File: config.mk
export PLATFORM = sky130hd
export DESIGN_NAME = autorange_sample_batcher_top
export DESIGN_NICKNAME = d
export VERILOG_FILES = /design/src/arsb_pkg.sv /design/src/autorange_sample_batcher_top.sv /design/src/arsb_gain_sel.sv
export SDC_FILE = /design/constraint.sdc
export NUM_CORES = 1
export LEC_CHECK = 0
export ABC_AREA = 1
export BUFFER_PORTS_ARGS = -buffer_cell sky130_fd_sc_hd__buf_4
export CORE_ASPECT_RATIO = 0.8
export CORE_MARGIN = 10
export CORE_UTILIZATION = 35
export CTS_CLUSTER_DIAMETER = 100
export CTS_CLUSTER_SIZE = 25
export DETAILED_ROUTE_END_ITERATION = 12
export HOLD_SLACK_MARGIN = 0.15
export MAX_ROUTING_LAYER = met4
export PLACE_DENSITY = 0.48
export SLEW_MARGIN = 40
export SYNTH_ARGS = -nofsm -noshare
export SYNTH_HDL_FRONTEND = slang
export SYNTH_HIERARCHICAL = 1
export SYNTH_SLANG_ARGS = --single-unit
export TNS_END_PERCENT = 10
File: constraint.sdc
create_clock -name clk -period 6.2 [get_ports clk]
set_clock_uncertainty 0.15 [all_clocks]
set_input_delay 0.31 -clock clk [delete_from_list [all_inputs] [get_ports clk]]
set_output_delay 0.31 -clock clk [all_outputs]
set_load 0.01 [all_outputs]
File: src/arsb_pkg.sv
package arsb_pkg;

	localparam int SAMPLE_W     = 16;
	localparam int NUM_READINGS = 4;
	localparam int GAIN_W       = 2;
	localparam int LEN_W        = 4;
	localparam int BNUM_W       = 16;

	localparam logic [SAMPLE_W-1:0] RESET_LIMIT = 16'd64000;

	typedef logic [SAMPLE_W-1:0] sample_t;
	typedef logic [GAIN_W-1:0]   gain_t;
	typedef logic [BNUM_W-1:0]   bnum_t;

	// one stored batch entry: chosen reading and the gain it was taken at
	typedef struct packed {
		sample_t value;
		gain_t   gain;
	} entry_t;

	typedef enum logic {
		ST_IDLE,
		ST_DRAIN
	} state_t;

endpackage

File: src/autorange_sample_batcher_top.sv
// Auto-ranging sample batcher.
// Input channel (in_valid / in_stall): one measurement per transfer, four
// readings at increasing gain plus end_of_run. The highest gain whose reading
// is at or below range_limit is kept (gain 0 if none), and the entry is written
// into a BATCH_SIZE-deep synchronous store at the current fill position.
// A measurement that does not close a batch is taken without a stall.
// When the store fills, or on end_of_run, the batch drains on the output
// channel (out_valid / out_stall), one transfer per entry, in store order.
// Each entry takes a read on the single read port; the registered read
// data moves into the output register the cycle after, and no new read
// issues while one is pending. in_stall stays high while a batch is read
// out; the last entry may still wait in the output register while the
// next input is taken. When the receiver stalls, the output register holds
// and no further reads are issued. Reset clears the fill count, the batch
// number and the output valid flag, and loads range_limit with 64000; the
// store itself is not cleared, since only written entries are ever read.
// range_limit is written through cfg_wr_en / cfg_wr_data; the user must
// write it only while the block is idle, which the block does not enforce.
module autorange_sample_batcher_top import arsb_pkg::*; #(
	parameter int BATCH_SIZE = 10,
	parameter int GAIN_STEPS = 4
) (
	input  logic                clk,
	input  logic                arst_n,

	input  logic                cfg_wr_en,
	input  logic [SAMPLE_W-1:0] cfg_wr_data,

	input  logic                in_valid,
	output logic                in_stall,
	input  logic [SAMPLE_W-1:0] sample_step0,
	input  logic [SAMPLE_W-1:0] sample_step1,
	input  logic [SAMPLE_W-1:0] sample_step2,
	input  logic [SAMPLE_W-1:0] sample_step3,
	input  logic                end_of_run,

	output logic                out_valid,
	input  logic                out_stall,
	output logic [BNUM_W-1:0]   batch_number,
	output logic [LEN_W-1:0]    batch_length,
	output logic [LEN_W-1:0]    entry_index,
	output logic [SAMPLE_W-1:0] sample_value,
	output logic [GAIN_W-1:0]   gain_step,
	output logic                last_of_batch
);

	localparam int CNT_W  = $clog2(BATCH_SIZE + 1);
	localparam int ADDR_W = (BATCH_SIZE > 1) ? $clog2(BATCH_SIZE) : 1;

	state_t state_q, state_nxt;

	sample_t          range_limit_q;
	logic [CNT_W-1:0] fill_q;
	logic [CNT_W-1:0] len_q;
	logic [CNT_W-1:0] rd_ptr_q;
	bnum_t            batch_cnt_q;
	bnum_t            bnum_q;

	entry_t mem [BATCH_SIZE];

	entry_t           rdata_s1;
	logic             rd_pend_s1;
	logic [CNT_W-1:0] idx_s1;
	logic [CNT_W-1:0] len_s1;
	bnum_t            bnum_s1;
	logic             last_s1;

	logic             out_valid_q;
	bnum_t            out_bnum_q;
	logic [LEN_W-1:0] out_len_q;
	logic [LEN_W-1:0] out_idx_q;
	entry_t           out_entry_q;
	logic             out_last_q;

	sample_t [NUM_READINGS-1:0] readings;
	entry_t                     sel_entry;
	logic                       in_xfer;
	logic [CNT_W-1:0]           new_fill;
	logic                       flush;
	logic                       rd_issue;
	logic                       rd_final;

	assign readings = {sample_step3, sample_step2, sample_step1, sample_step0};

	arsb_gain_sel #(
		.GAIN_STEPS(GAIN_STEPS)
	) u_gain_sel (
		.readings(readings),
		.limit   (range_limit_q),
		.sel     (sel_entry)
	);

	assign in_xfer  = in_valid && !in_stall;
	assign new_fill = fill_q + CNT_W'(1);
	assign flush    = (new_fill == CNT_W'(BATCH_SIZE)) || end_of_run;
	assign rd_final = (rd_ptr_q == len_q - CNT_W'(1));

	// next state
	always_comb begin
		state_nxt = state_q;
		unique case (state_q)
			ST_IDLE: begin
				if (in_xfer && flush) begin
					state_nxt = ST_DRAIN;
				end
			end
			ST_DRAIN: begin
				if (rd_issue && rd_final) begin
					state_nxt = ST_IDLE;
				end
			end
			default: state_nxt = ST_IDLE;
		endcase
	end

	// state outputs: issue a read only when the output register is free by
	// the time the data lands
	always_comb begin
		in_stall = 1'b1;
		rd_issue = 1'b0;
		unique case (state_q)
			ST_IDLE: begin
				in_stall = 1'b0;
			end
			ST_DRAIN: begin
				rd_issue = !rd_pend_s1 && (!out_valid_q || !out_stall);
			end
			default: begin
				in_stall = 1'b1;
			end
		endcase
	end

	always_ff @(posedge clk or negedge arst_n) begin
		if (!arst_n) begin
			state_q       <= ST_IDLE;
			range_limit_q <= RESET_LIMIT;
			fill_q        <= '0;
			len_q         <= '0;
			rd_ptr_q      <= '0;
			batch_cnt_q   <= '0;
			bnum_q        <= '0;
			rd_pend_s1    <= 1'b0;
			out_valid_q   <= 1'b0;
		end else begin
			state_q    <= state_nxt;
			rd_pend_s1 <= rd_issue;
			if (cfg_wr_en) begin
				range_limit_q <= cfg_wr_data;
			end
			if (in_xfer) begin
				if (flush) begin
					fill_q      <= '0;
					len_q       <= new_fill;
					rd_ptr_q    <= '0;
					bnum_q      <= batch_cnt_q;
					batch_cnt_q <= end_of_run ? '0 : batch_cnt_q + BNUM_W'(1);
				end else begin
					fill_q <= new_fill;
				end
			end else if (rd_issue) begin
				rd_ptr_q <= rd_ptr_q + CNT_W'(1);
			end
			if (rd_pend_s1) begin
				out_valid_q <= 1'b1;
			end else if (out_valid_q && !out_stall) begin
				out_valid_q <= 1'b0;
			end
		end
	end

	// batch store: one write port, one registered read port
	always_ff @(posedge clk) begin
		if (in_xfer) begin
			mem[fill_q[ADDR_W-1:0]] <= sel_entry;
		end
		if (rd_issue) begin
			rdata_s1 <= mem[rd_ptr_q[ADDR_W-1:0]];
			idx_s1   <= rd_ptr_q;
			len_s1   <= len_q;
			bnum_s1  <= bnum_q;
			last_s1  <= rd_final;
		end
	end

	always_ff @(posedge clk) begin
		if (rd_pend_s1) begin
			out_bnum_q  <= bnum_s1;
			out_len_q   <= LEN_W'(len_s1);
			out_idx_q   <= LEN_W'(idx_s1);
			out_entry_q <= rdata_s1;
			out_last_q  <= last_s1;
		end
	end

	assign out_valid     = out_valid_q;
	assign batch_number  = out_bnum_q;
	assign batch_length  = out_len_q;
	assign entry_index   = out_idx_q;
	assign sample_value  = out_entry_q.value;
	assign gain_step     = out_entry_q.gain;
	assign last_of_batch = out_last_q;

	// read data must never land on a full output register
	a_no_overrun: assert property (@(posedge clk) disable iff (!arst_n)
		rd_pend_s1 |-> !out_valid_q)
		else $error("read data arrived while output register was occupied");

	// the fill count stays below the batch size between measurements
	a_fill_range: assert property (@(posedge clk) disable iff (!arst_n)
		fill_q < CNT_W'(BATCH_SIZE))
		else $error("fill count reached batch size outside a flush");

	// a closing measurement starts a drain with an empty fill count
	a_flush_start: assert property (@(posedge clk) disable iff (!arst_n)
		(in_xfer && flush) |=> (state_q == ST_DRAIN) && (fill_q == '0) && (rd_ptr_q == '0))
		else $error("flush did not start a drain from entry zero");

	// reads stay within the batch being drained
	a_read_range: assert property (@(posedge clk) disable iff (!arst_n)
		rd_issue |-> (rd_ptr_q < len_q))
		else $error("read issued past the batch length");

	// a drain never lets a new measurement in before its last read issues
	a_drain_hold: assert property (@(posedge clk) disable iff (!arst_n)
		(state_q == ST_DRAIN && !(rd_issue && rd_final)) |=> (state_q == ST_DRAIN))
		else $error("drain ended before the last entry was read");

endmodule

File: src/arsb_gain_sel.sv
module arsb_gain_sel import arsb_pkg::*; #(
	parameter int GAIN_STEPS = 4
) (
	input  sample_t [NUM_READINGS-1:0] readings,
	input  sample_t                    limit,
	output entry_t                     sel
);

	localparam int SEARCH = (GAIN_STEPS < NUM_READINGS) ? GAIN_STEPS : NUM_READINGS;

	gain_t gain;

	// later (higher) gains override, so the highest in-range gain wins;
	// gain 0 is the fallback when nothing is in range
	always_comb begin
		gain = '0;
		for (int g = 0; g < SEARCH; g++) begin
			if (readings[g] <= limit) begin
				gain = GAIN_W'(g);
			end
		end
	end

	assign sel.gain  = gain;
	assign sel.value = readings[gain];

endmodule

After elaboration in Yosys (flattened, before gate mapping)
Memories as Yosys holds them, arrays and structs flattened. A register that Yosys moved wholly into a read port is not among the register bits.
Index checks and enable logic that the tools add are counted.
Cells by class
  add/sub/neg operators: 4
  $lt $le $gt $ge: 4
  equal/unequal tests: 3
  mux-type cells: 19
  bitwise operators: 1
  reductions and logical operators: 14
Operator list (number)
  $le 16x16->1: 3
  $bmux 16 s2: 1
  $mux 16: 2
  $add 16x1->16 const B: 1
  $mux 4: 4
  $mux 1: 9
  $add 4x1->4 const B: 2
  $logic_and 1x1->1: 5
  $eq 4x4->1: 1
  $eq 4x4->1 const B: 1
  $mux 2: 2
  $reduce_and 2->1: 2
  $reduce_bool 2->1: 2
  $sub 4x1->4 const B: 1
  $logic_not 1->1: 3
  $lt 2x3->1 const B: 1
  $logic_or 1x1->1: 2
  $ne 2x1->1 const B: 1
  $pmux 1 s2: 1
  $not 1->1: 1
Storage, ports and cells
  bits in registers: 131
  bits in writable memories: 180
  bits of input ports: 86
  output and inout bits: 45
  logic and storage cells: 65
  memories: 1
Memory list
  mem: depth 10, width 18, read ports 1, clocked after memory_dff 1, write ports 1, RTL line autorange_sample_batcher_top.sv:59  | entry_t mem [BATCH_SIZE];

Logic depth before layout (Yosys ltp)
Gate-level depths: netlist (run 1).
  depth after elaboration: 7
  depth in mapped cells: 18
  depth with buffers taken out: 17

Modules after synthesis
The synthesis (run 1) kept the hierarchy.
By module, submodules not included
  autorange_sample_batcher_top: times used 1, cells each 985, area an instance 12781.0 um^2, seq. area each 9571.7 um^2
  arsb_gain_sel: times used 1, cells each 366, area an instance 2077.0 um^2, seq. area each 0.0 um^2

Least setup slack after synthesis (run 1)
Ideal clock, no wire load.
  path type: register to register
  start: register rd_pend_s1
  end: register rd_ptr_q[2]
  library setup time: 0.120 ns
  arrival: 3.813 ns
  required time: 5.930 ns
  slack: 2.117 ns
  cell stages (with the launch flop): 6
  buffers on the path: 0
  clock period less this slack: 4.083 ns
  path through: dfrtp_1 > a21o_1 > nor2_1 > inv_1 > nand3_1 > nand2_1
Between the ends
  word-level cells in the longest chain between the ends: 5
RTL lines
  start, declared: RTL line autorange_sample_batcher_top.sv:62  | logic rd_pend_s1;
  start signal, assigned: RTL line autorange_sample_batcher_top.sv:147  | rd_pend_s1 <= rd_issue;
  $logic_not 1->1: RTL line autorange_sample_batcher_top.sv:126  | rd_issue = !rd_pend_s1 && (!out_valid_q || !out_stall);
  $logic_and 1x1->1: RTL line autorange_sample_batcher_top.sv:126
  $mux 1: RTL line autorange_sample_batcher_top.sv:121  | unique case (state_q)
  via rd_issue: RTL line autorange_sample_batcher_top.sv:80  | logic rd_issue;
  $reduce_bool 2->1 (no line)
  $reduce_and 2->1 (no line)
  end signal, assigned: RTL line autorange_sample_batcher_top.sv:162  | rd_ptr_q <= rd_ptr_q + CNT_W'(1);
  end, declared: RTL line autorange_sample_batcher_top.sv:55  | logic [CNT_W-1:0] rd_ptr_q;
The timed path passes the listed nets, and every way through them passes these cells.
A chain may end at the register's enable or synchronous reset.

==> results.yml, run 1 <==
power_and_ir_drop:
  p_sw_uw: 2283
  pwr-share-comb: 0.307
  vdd_drop_max_mv: 0.1812
  pwr-share-clk: 0.193
  p_seq_frac: 0.500
  p_sw_frac: 0.3520
  power.leakage_uw: 0.006870
  p_per_area_nw_per_um2: 376.4
  p_int_uw: 4203
floorplan:
  die_y_microns: 204.3
  row_count: 67
  die_w_microns: 250.4
  start_util: 0.3545
  ios: 131
  die-area_sq_um: 51140
  core_area_sq_um: 41920
placement:
  hpwlAfterDp_microns: 26290
  dp_worst_setup_slack_ns: 2.889
  numPortBuffers: 130
  place_congestion: 0.8537
drt:
  drt_iter0_drc: 812
  via_per_inst: 4.813
  wl_per_cell_microns: 19.01
  antenna_left: 0
  drc: 0
  wl_microns: 39260
  vias: 9939
  firstDrtPassIters: 6
finish:
  n_fill_cell: 4107
  layout.nets: 1644
  area_delta_synth_final_pct: 15.98
  drive_gt1_frac: 0.1706
setup_path:
  max_stage_delay_ns: 0.54
  endpoint_kind: "flop"
  critPathBufInv: 2
  reg2reg_slack_ns: 2.89
  cp-start-kind: "flop"
  cp_max_fo: 26
  critPathRequiredTime_ns: 6.20
  reg2reg_from: "range_limit_q[11]"
  critPathTopFamily: "simple AND/OR/NAND/NOR gates"
  r2r_end: "mem[1][14]"
  crit_arrival_ns: 3.31
  worstPathCellList: "inv_1 > ha_1 > nand4_1 > nor3_2 > nand3_2 > nand2_4 > inv_8 > nand2_4 > nor2_1 > nand2_1 > nand2_1"
  path_class: "reg2reg"
  slowest_stage: "dfstp_2"
  reg2reg_depth: 11
timing:
  fmax_mhz: 301.7
  fin_ws_ns: 2.885
  finalHoldViolations: 0
  relSlewSlack: 0.5481
  fin_setup_tns_ns: 0
  fin_crit_ns: 3.315
  drv_slew: 0
  period_share: 0.5347
  rsz0062_at_grt: "false"
  setup_viol: 0
  tightest_slew_ns: 0.6778
global_routing:
  grt_pass1_vias: 9691
  met3_usage: 0.02560
  gr-total-overflow: 0
  grt_util_met1: 0.2291
  top_usage_layer: "met1"
  grt_pass1_wl_microns: 59930
  grt_max_degree: 78
  antenna_found_initial: 5
  grt_use_total: 0.1545
  grt_util_met2: 0.2183
clock_network:
  ctsHoldBuffers: 35
  clkSinkCount: 329
  insertion_delay_ns: 0.53
  htreeDepth: 1
  cts_setup_buffers: 0
  root_buffer: "clkbuf_16"
  clk_pin_slew_ns: 0.10
  clk_path_buf_depth: 3
  cts_tree: "built"
  cts_made_buffers: 17
  cts_resized: 0
worst_hold_path:
  hold_class: "in2async"
synthesis:
  synth_nets: 1493
  synth_ff_type: "edfxtp_1"
  synthCells: 1351
  ys_warn_count: 6
  ys_types: 43
  seq_area_frac_synth: 0.6442
  synthArstFlopShare: 0.1915
  synth-edff-count: 266
  synth_area_per_cell_sq_um: 11.00
  syn_area_sq_um: 14860
  ys_seq_elements: 329
run:
  maxCapViolCount: 0
outcome:
  status: "finished, final reports clean"
[worst max-delay path by stage]
stage | from | endpoint | depth (start not counted)
3_3_place_gp | range_limit_q[11] | mem[1][14] | 11
2_1_floorplan | rd_pend_s1 | rd_ptr_q[2] | 5
4_1_cts | range_limit_q[11] | mem[7][14] | 11
5_1_grt | range_limit_q[11] | mem[1][14] | 11
6_report | range_limit_q[11] | mem[1][14] | 11
3_5_place_dp | range_limit_q[11] | mem[1][14] | 11
[state kept, by name, summed over array words and instances (netlist names), 2 cells and up]
signal / count
batch_cnt_q: 16
bnum_s1: 16
batch_number: 16
sample_value: 16
gain_step: 2
entry_index: 4
rd_ptr_q: 4
idx_s1: 4
batch_length: 4
mem: 180
len_q: 4
range_limit_q: 16
len_s1: 4
rdata_s1: 18
fill_q: 4
bnum_q: 16
[final cells by class]
cell class	count	area (sq um)	area share
Multi-Input combinational cell	876	4639	0.2692
Clock buffer	27	473.0	0.02744
Inverter	96	367.9	0.02135
Antenna cell	1	2.502	0.0001452
Tap cell	552	690.7	0.04008
Sequential cell	329	9575	0.5557
Timing Repair Buffer	182	1461	0.08480
Clock inverter	2	22.52	0.001307
[cell usage in the layout, fill, tap and decap left out, drive strengths merged]
master,instances
nand2,301
edfxtp,266
nor2,198
buf,147
o21ai,134
nand3,96
inv,96
dfrtp,57
ha,56
a21oi,42
dlygate4sd3,35
clkbuf,27
mux2,16
nand4,12
dfstp,6
xor2,5
nor3,3
xnor2,3
a21o,2
clkinv,2
o21a,2
diode,1
or2,1
nand3b,1
and2,1
o22ai,1
nor4,1
o21bai,1
[metrics by stage]
stage                     hold slack (ns)  total power (uW)    util  instances  cell area, sq um
final                              0.1834              6487  0.4111       2065             17230
after global routing               0.2534              6915  0.4111       2065             17230
after global placement             0.2536              5295  0.3907       2000             16370
after floorplan                   -0.1356              4465       -       1351             14860
after detailed placement           0.2089              5303  0.3908       2000             16380
after CTS                          0.1598              6593  0.4110       2064             17230
[worst register-to-register path: cells and delay by family, from the launching register on]
family / cells / cell delay, ns
adder cells (fa/ha/maj): 1 / 0.32
buffers and inverters: 2 / 0.17
flip-flops: 1 / 0.54
AND/OR/NAND/NOR: 8 / 1.76
[cell usage after synthesis (all sizes together) (2+ instances only)]
| cell type | n | area, sq um |
|---|---|---|
| nand2 | 301 | 1254 |
| clkbuf | 15 | 56.30 |
| nand4 | 12 | 75.07 |
| clkinv | 2 | 7.510 |
| inv | 94 | 360.3 |
| ha | 56 | 700.7 |
| a21oi | 42 | 225.2 |
| xor2 | 5 | 43.79 |
| nor2 | 198 | 753.2 |
| nor3 | 3 | 20.02 |
| o21a | 2 | 15.01 |
| buf | 35 | 242.7 |
| o21ai | 134 | 760.7 |
| dfrtp | 57 | 1426 |
| edfxtp | 266 | 7988 |
| a21o | 2 | 15.01 |
| mux2 | 16 | 180.2 |
| dfstp | 6 | 157.7 |
| nand3 | 96 | 495.5 |
| xnor2 | 3 | 26.28 |
[metal layers]
metal  vias up  wire length, microns
li1       4893                     -
met1      4764                 20170
met2       249                 16450
met3        33                  1975
met4         0                   660
met5         -                     0
[kinds of logic after synthesis]
logic type | Yosys count | share of synthesized area
and+or+nand+nor | 614 | 0.1776
AOI/OAI and AO/OA | 182 | 0.06931
DFF | 329 | 0.6442
muxes | 16 | 0.01213
xor gates and xnor gates | 8 | 0.004716
adders and majority gates | 56 | 0.04716
buffers and inverters | 146 | 0.04488
[power by group through the flow]
stage	Clock, uW	Sequential [uW]	Combinational [uW]
floorplan	0	3300	1160
global placement	0	3300	2000
detailed placement	0	3300	2000
CTS	1310	3250	2030
global route	1370	3300	2250
finish	1250	3240	1990
Power figures use the tool's default switching activity.
==> inputs of run 2 (changes only) <==
--- a/config.mk
+++ b/config.mk
@@ -5,7 +5,7 @@
 export SDC_FILE = /design/constraint.sdc
 export NUM_CORES = 1
 export LEC_CHECK = 0
-export ABC_AREA = 1
+export ABC_AREA = 0
 export BUFFER_PORTS_ARGS = -buffer_cell sky130_fd_sc_hd__buf_4
 export CORE_ASPECT_RATIO = 0.8
 export CORE_MARGIN = 10
==> constraint.sdc (replaced) <==
create_clock -name clk -period 3.2 [get_ports clk]
set_clock_uncertainty 0.15 [all_clocks]
set_input_delay 0.16 -clock clk [delete_from_list [all_inputs] [get_ports clk]]
set_output_delay 0.16 -clock clk [all_outputs]
set_load 0.01 [all_outputs]
==> results.yml, run 2 <==
finish:
  final_cell_count_no_fill: 1775
  area_delta_synth_final_pct: 24.22
  layout.nets: 1362
  drive_gt1_frac: 0.2632
  multi_input_area_sq_um: 4737
  layout_commonest_cell: "edfxtp_1"
  finish.utilization: 0.4408
  largest_reg_flops: 180
  n_fill_cell: 3740
  antenna_cells: 0
  final_cell_mix: "edfxtp_1 (266), buf_4 (184), nand2_1 (106)"
  regArea_sq_um: 9577
power_and_ir_drop:
  p_sw_uw: 3952
  vdd_drop_max_mv: 0.4913
  p_sw_frac: 0.3111
  pwr-share-comb: 0.310
  p_int_uw: 8750
  power.leakage_uw: 0.006678
  pwr-share-clk: 0.191
  p_per_area_nw_per_um2: 706.4
  p_seq_frac: 0.499
floorplan:
  row_count: 66
  core_area_sq_um: 40790
  die-area_sq_um: 49940
  ios: 131
  start_util: 0.3548
  die_y_microns: 201.9
  die_w_microns: 247.4
worst_hold_path:
  worstHoldStart: "sample_step1[12]"
  hold_class: "in2reg"
  holdPathStages: 4
  worst_hold_path.endpoint: "mem[3][14]"
drt:
  dr_wl_met3_microns: 1610
  firstDrtPassIters: 5
  drc: 0
  vias: 9031
  wl_met1_microns: 17730
  antenna_left: 0
  route.met2.wl_microns: 16480
  wl_per_cell_microns: 20.47
  highest_layer: "met4"
  via_per_inst: 5.088
  drt_iter0_drc: 641
  wl_microns: 36330
timing:
  fmax_mhz: 308.1
  drv_slew: 0
  rsz0062_at_grt: "true"
  whs_ns: 0.1746
  fin_ws_ns: -0.04605
  setup_viol: 10
  period_share: 1.014
  tightest_slew_ns: 0.6545
  relSlewSlack: 0.5637
  fin_crit_ns: 3.246
  finalHoldViolations: 0
setup_path:
  cp_max_fo: 9
  cp_common_cell: "buf_6"
  path_class: "reg2reg"
  cp-start-kind: "flop"
  critPathRequiredTime_ns: 3.45
  max_stage_delay_ns: 0.54
  reg2reg_from: "range_limit_q[11]"
  crit_arrival_ns: 3.49
  r2r_end: "mem[8][4]"
  reg2reg_depth: 10
  worstPathCellList: "inv_1 > ha_1 > a21oi_1 > nor2_1 > a311o_2 > buf_6 > or4_1 > o2111a_1 > o31ai_4 > buf_6"
  endpoint_kind: "flop"
  slowest_stage: "dfstp_2"
  reg2reg_slack_ns: -0.05
clock_network:
  cts_tree: "built"
  cts_made_buffers: 17
  clk_path_buf_depth: 3
  htreeDepth: 1
  insertion_delay_ns: 0.53
  root_buffer: "clkbuf_16"
  clkSinkCount: 329
  clk_pin_slew_ns: 0.10
synthesis:
  ys_types: 65
  yosysTopAreaCellShare: 0.5518
  seq_area_frac_synth: 0.6612
  synth_nets: 1121
  synth_common_cells: "edfxtp_1 (266), nand2_1 (106), dfrtp_1 (57), ha_1 (56), a21oi_1 (52)"
  syn_area_sq_um: 14480
  synth_area_per_cell_sq_um: 14.79
  synth_area_leaders: "edfxtp_1 (55%), dfrtp_1 (9.9%), mux4_2 (5.6%)"
  synth_top_area_cell: "edfxtp_1"
  ys_seq_elements: 329
  synth_ff_type: "edfxtp_1"
  synthArstFlopShare: 0.1915
  ys_warn_count: 6
  synthCells: 979
  synth-edff-count: 266
  yosysMostFrequentCell: "edfxtp_1"
placement:
  hpwlAfterDp_microns: 24540
  place_congestion: 0.8587
  place_inst: 1670
  numPortBuffers: 130
run:
  maxCapViolCount: 0
outcome:
  status: "complete, but fails checks"
  violations: "negative setup slack"
global_routing:
  grt_pass1_wl_microns: 56440
  grt_use_total: 0.1480
  antenna_found_initial: 0
  grt_max_degree: 58
  grt_pass1_vias: 9242
  gr-total-overflow: 0
[run 2: worst max-delay path by stage]
stage | start | end | cells after the start
after global routing | range_limit_q[11] | mem[8][4] | 10
after detailed placement | range_limit_q[13] | mem[4][3] | 12
after global placement | range_limit_q[13] | mem[4][3] | 12
after floorplan | range_limit_q[15] | mem[0][17] | 8
after CTS | range_limit_q[13] | mem[9][11] | 8
final | range_limit_q[11] | mem[8][4] | 10
[run 2: cell type report]
cell class                 count  area share
clock buffer                  27     0.02630
clock inverter                 3    0.001670
inverter                      25    0.005219
multi-input combinational    575      0.2634
sequential                   329      0.5326
tap                          544     0.03785
timing repair buffer         272      0.1329
[run 2: per-stage QoR]
step                total power (uW)  setup slack [ns]  area (sq um)  setup TNS, ns
finish                         12700          -0.04605         17980        -0.2616
global route                   13510           -0.1269         17980         -5.405
CTS                            12840          -0.07084         17810         -1.544
detailed placement             10280           -0.2260         16520         -15.39
global placement               10230           -0.2563         16510         -15.19
floorplan                       8571           0.08895         14480              0
[run 2: timing repair]
item                                    4_1_cts  5_1_grt
hold buffers                                 70        0
endpoints found under the hold margin       262        0
endpoints found under the setup margin      170      180
gates resized for setup                      10       25
setup buffers                                 2        2
pin swaps                                     7       10
gates cloned                                  0        1
[run 2: metal layers]
layer | GRT usage | up-vias
met4 | 0.02327 | 0
met2 | 0.2216 | 216
met3 | 0.02003 | 29
met5 | - | -
met1 | 0.2143 | 4529
li1 | - | 4257
[run 2: worst max-delay path, delay by kind of cell (launching register included)]
kind / cells / cell delay, ns
adders and majority gates: 1 / 0.31
AOI/OAI and AO/OA: 4 / 1.12
and+or+nand+nor: 2 / 0.56
DFF: 1 / 0.54
buffers and inverters: 3 / 0.42
[run 2: kinds of logic after synthesis]
group,count (synthesis),share of synthesized area
flops,329,0.6612
buf+inv,75,0.02282
mux,72,0.08238
simple gates,249,0.08894
xor+xnor,8,0.004841
compound gates,190,0.09137
fa+ha+maj,56,0.04841
[run 2: power by group through the flow]
stage | registers, uW | clock network [uW] | logic (uW)
floorplan | 6400 | 0 | 2170
finish | 6340 | 2420 | 3940
global placement | 6450 | 0 | 3780
global route | 6460 | 2690 | 4360
CTS | 6370 | 2540 | 3940
detailed placement | 6460 | 0 | 3810
==> inputs of run 3 (changes only) <==
--- a/config.mk
+++ b/config.mk
@@ -9,13 +9,14 @@
 export BUFFER_PORTS_ARGS = -buffer_cell sky130_fd_sc_hd__buf_4
 export CORE_ASPECT_RATIO = 0.8
 export CORE_MARGIN = 10
-export CORE_UTILIZATION = 35
+export CORE_UTILIZATION = 54
+export CTS_BUF_LIST = sky130_fd_sc_hd__clkbuf_8
 export CTS_CLUSTER_DIAMETER = 100
 export CTS_CLUSTER_SIZE = 25
 export DETAILED_ROUTE_END_ITERATION = 12
 export HOLD_SLACK_MARGIN = 0.15
 export MAX_ROUTING_LAYER = met4
-export PLACE_DENSITY = 0.48
+export PLACE_DENSITY = 0.69
 export SLEW_MARGIN = 40
 export SYNTH_ARGS = -nofsm -noshare
 export SYNTH_HDL_FRONTEND = slang
==> results.yml, run 3 (synthesis gave the netlist of run 2 again) <==
clock_network:
  clk_path_buf_depth: 3
  htreeDepth: 1
  clk_pin_slew_ns: 0.15
  root_buffer: "clkbuf_8"
  clkSinkCount: 329
  insertion_delay_ns: 0.55
  cts_made_buffers: 17
  cts_tree: "built"
global_routing:
  grt_pass1_wl_microns: 55180
  grt_max_degree: 58
  antenna_found_initial: 0
  grt_use_total: 0.2120
  gr-total-overflow: 0
  grt_pass1_vias: 9646
finish:
  regArea_sq_um: 9577
  final_cell_mix: "edfxtp_1 (266), buf_4 (213), nand2_1 (106)"
  drive_gt1_frac: 0.2973
  finish.utilization: 0.6924
  multi_input_area_sq_um: 4994
  area_delta_synth_final_pct: 25.92
  largest_reg_flops: 180
  n_fill_cell: 1744
  layout.nets: 1410
  antenna_cells: 0
  layout_commonest_cell: "edfxtp_1"
drt:
  via_per_inst: 5.798
  wl_per_cell_microns: 21.77
  vias: 9479
  drt_iter0_drc: 781
  drc: 0
  wl_microns: 35590
  firstDrtPassIters: 5
  antenna_left: 0
timing:
  drv_slew: 0
  fin_setup_tns_ns: -0.1263
  rsz0062_at_grt: "true"
  setup_viol: 30
  period_share: 1.003
  tightest_slew_ns: 0.7817
  finalHoldViolations: 0
  fin_ws_ns: -0.008435
  fin_crit_ns: 3.208
  fmax_mhz: 311.7
  relSlewSlack: 0.4789
setup_path:
  cp-start-kind: "flop"
  path_class: "reg2reg"
  endpoint_kind: "flop"
  critPathRequiredTime_ns: 3.36
  crit_arrival_ns: 3.37
  cp_max_fo: 10
floorplan:
  ios: 131
  core_area_sq_um: 26330
  die_w_microns: 203.1
  die_y_microns: 166.4
  start_util: 0.5498
  row_count: 53
  die-area_sq_um: 33800
run:
  maxCapViolCount: 0
outcome:
  violations: "negative setup slack"
  status: "complete, but fails checks"
placement:
  numPortBuffers: 130
  place_congestion: 0.8519
  hpwlAfterDp_microns: 22290
power_and_ir_drop:
  power.leakage_uw: 0.006868
  p_per_area_nw_per_um2: 667.3
  vdd_drop_max_mv: 0.4586
worst_hold_path:
  hold_class: "in2reg"
==> run 3: cell types whose count changed in the layout (fill, tap and decap cells not counted), moves of 4 or more <==
cell           before  now
buf_4             184  213
clkbuf_1            9    0
clkbuf_16          17    0
clkbuf_8            1   18
dlygate4sd3_1      69   82
ha_1               54   44
ha_4                2   12
inv_1              25   29
o31ai_2             9    0
o31ai_4             7   15
==> run 3: area by class of cell <==
class	instances	share of cell area
multi-input combinational	577	0.2740
clock inverter	11	0.003158
clock buffer	18	0.01359
tap	357	0.02451
sequential	329	0.5254
timing repair buffer	318	0.1538
inverter	25	0.005560
==> run 3: worst paths after layout <==
check                                          to               from  slack, ns  depth (start not counted)
worst max-delay path                   mem[7][14]  range_limit_q[11]     -0.008                         10
worst min-delay path                    mem[5][8]    sample_step0[6]       0.20                          4
worst max register to register         mem[7][14]  range_limit_q[11]     -0.008                         10
worst min register to register    batch_length[1]          len_s1[1]       0.28                          0
max in group asynchronous        range_limit_q[7]             arst_n       1.92                          4
min in group asynchronous       range_limit_q[15]             arst_n       0.62                          3
==> run 3: repair_timing <==
item                       4_1_cts  5_1_grt
hold buffers                    82        1
pin swaps                       11       39
cloned                           2        1
hold endpoints to repair       263       10
setup buffers                   11       16
setup endpoints to repair      180      163
resized for setup               43       28
==> run 3: critical path: stages (launching register included) <==
cell	delay [ns]
dfstp_2	0.59
inv_4	0.05
ha_4	0.26
a21oi_4	0.17
nor2_4	0.05
a311o_2	0.39
nor4b_4	0.60
buf_4	0.22
o2111a_1	0.23
o31ai_4	0.10
buf_12	0.16
==> run 3: per-stage QoR <==
step / power (uW) / hold slack, ns / instances / instance area [sq um] / setup slack, ns
floorplan: 8571 / -0.2856 / 979 / 14480 / 0.08895
global placement: 9986 / 0.1563 / 1496 / 16360 / -0.4055
detailed placement: 10080 / 0.1506 / 1496 / 16380 / -0.4385
CTS: 12110 / 0.1525 / 1620 / 17960 / -0.09079
global route: 12820 / 0.1754 / 1635 / 18230 / -0.1374
finish: 12160 / 0.2040 / 1635 / 18230 / -0.008435
==> run 3: routing by layer <==
layer / wire (microns) / vias to the layer above / global-route usage
met3: 2198 / 34 / 0.03393
met4: 542 / 0 / 0.03433
met1: 16370 / 4776 / 0.2987
met2: 16480 / 313 / 0.3260
li1: - / 4356 / -
met5: 0 / - / -
==> run 3: where the power goes <==
| part | switching (uW) | internal (uW) |
|---|---|---|
| combinational | 2220 | 1920 |
| sequential | 379 | 5860 |
| clock | 1250 | 549 |
| total | 3840 | 8320 |
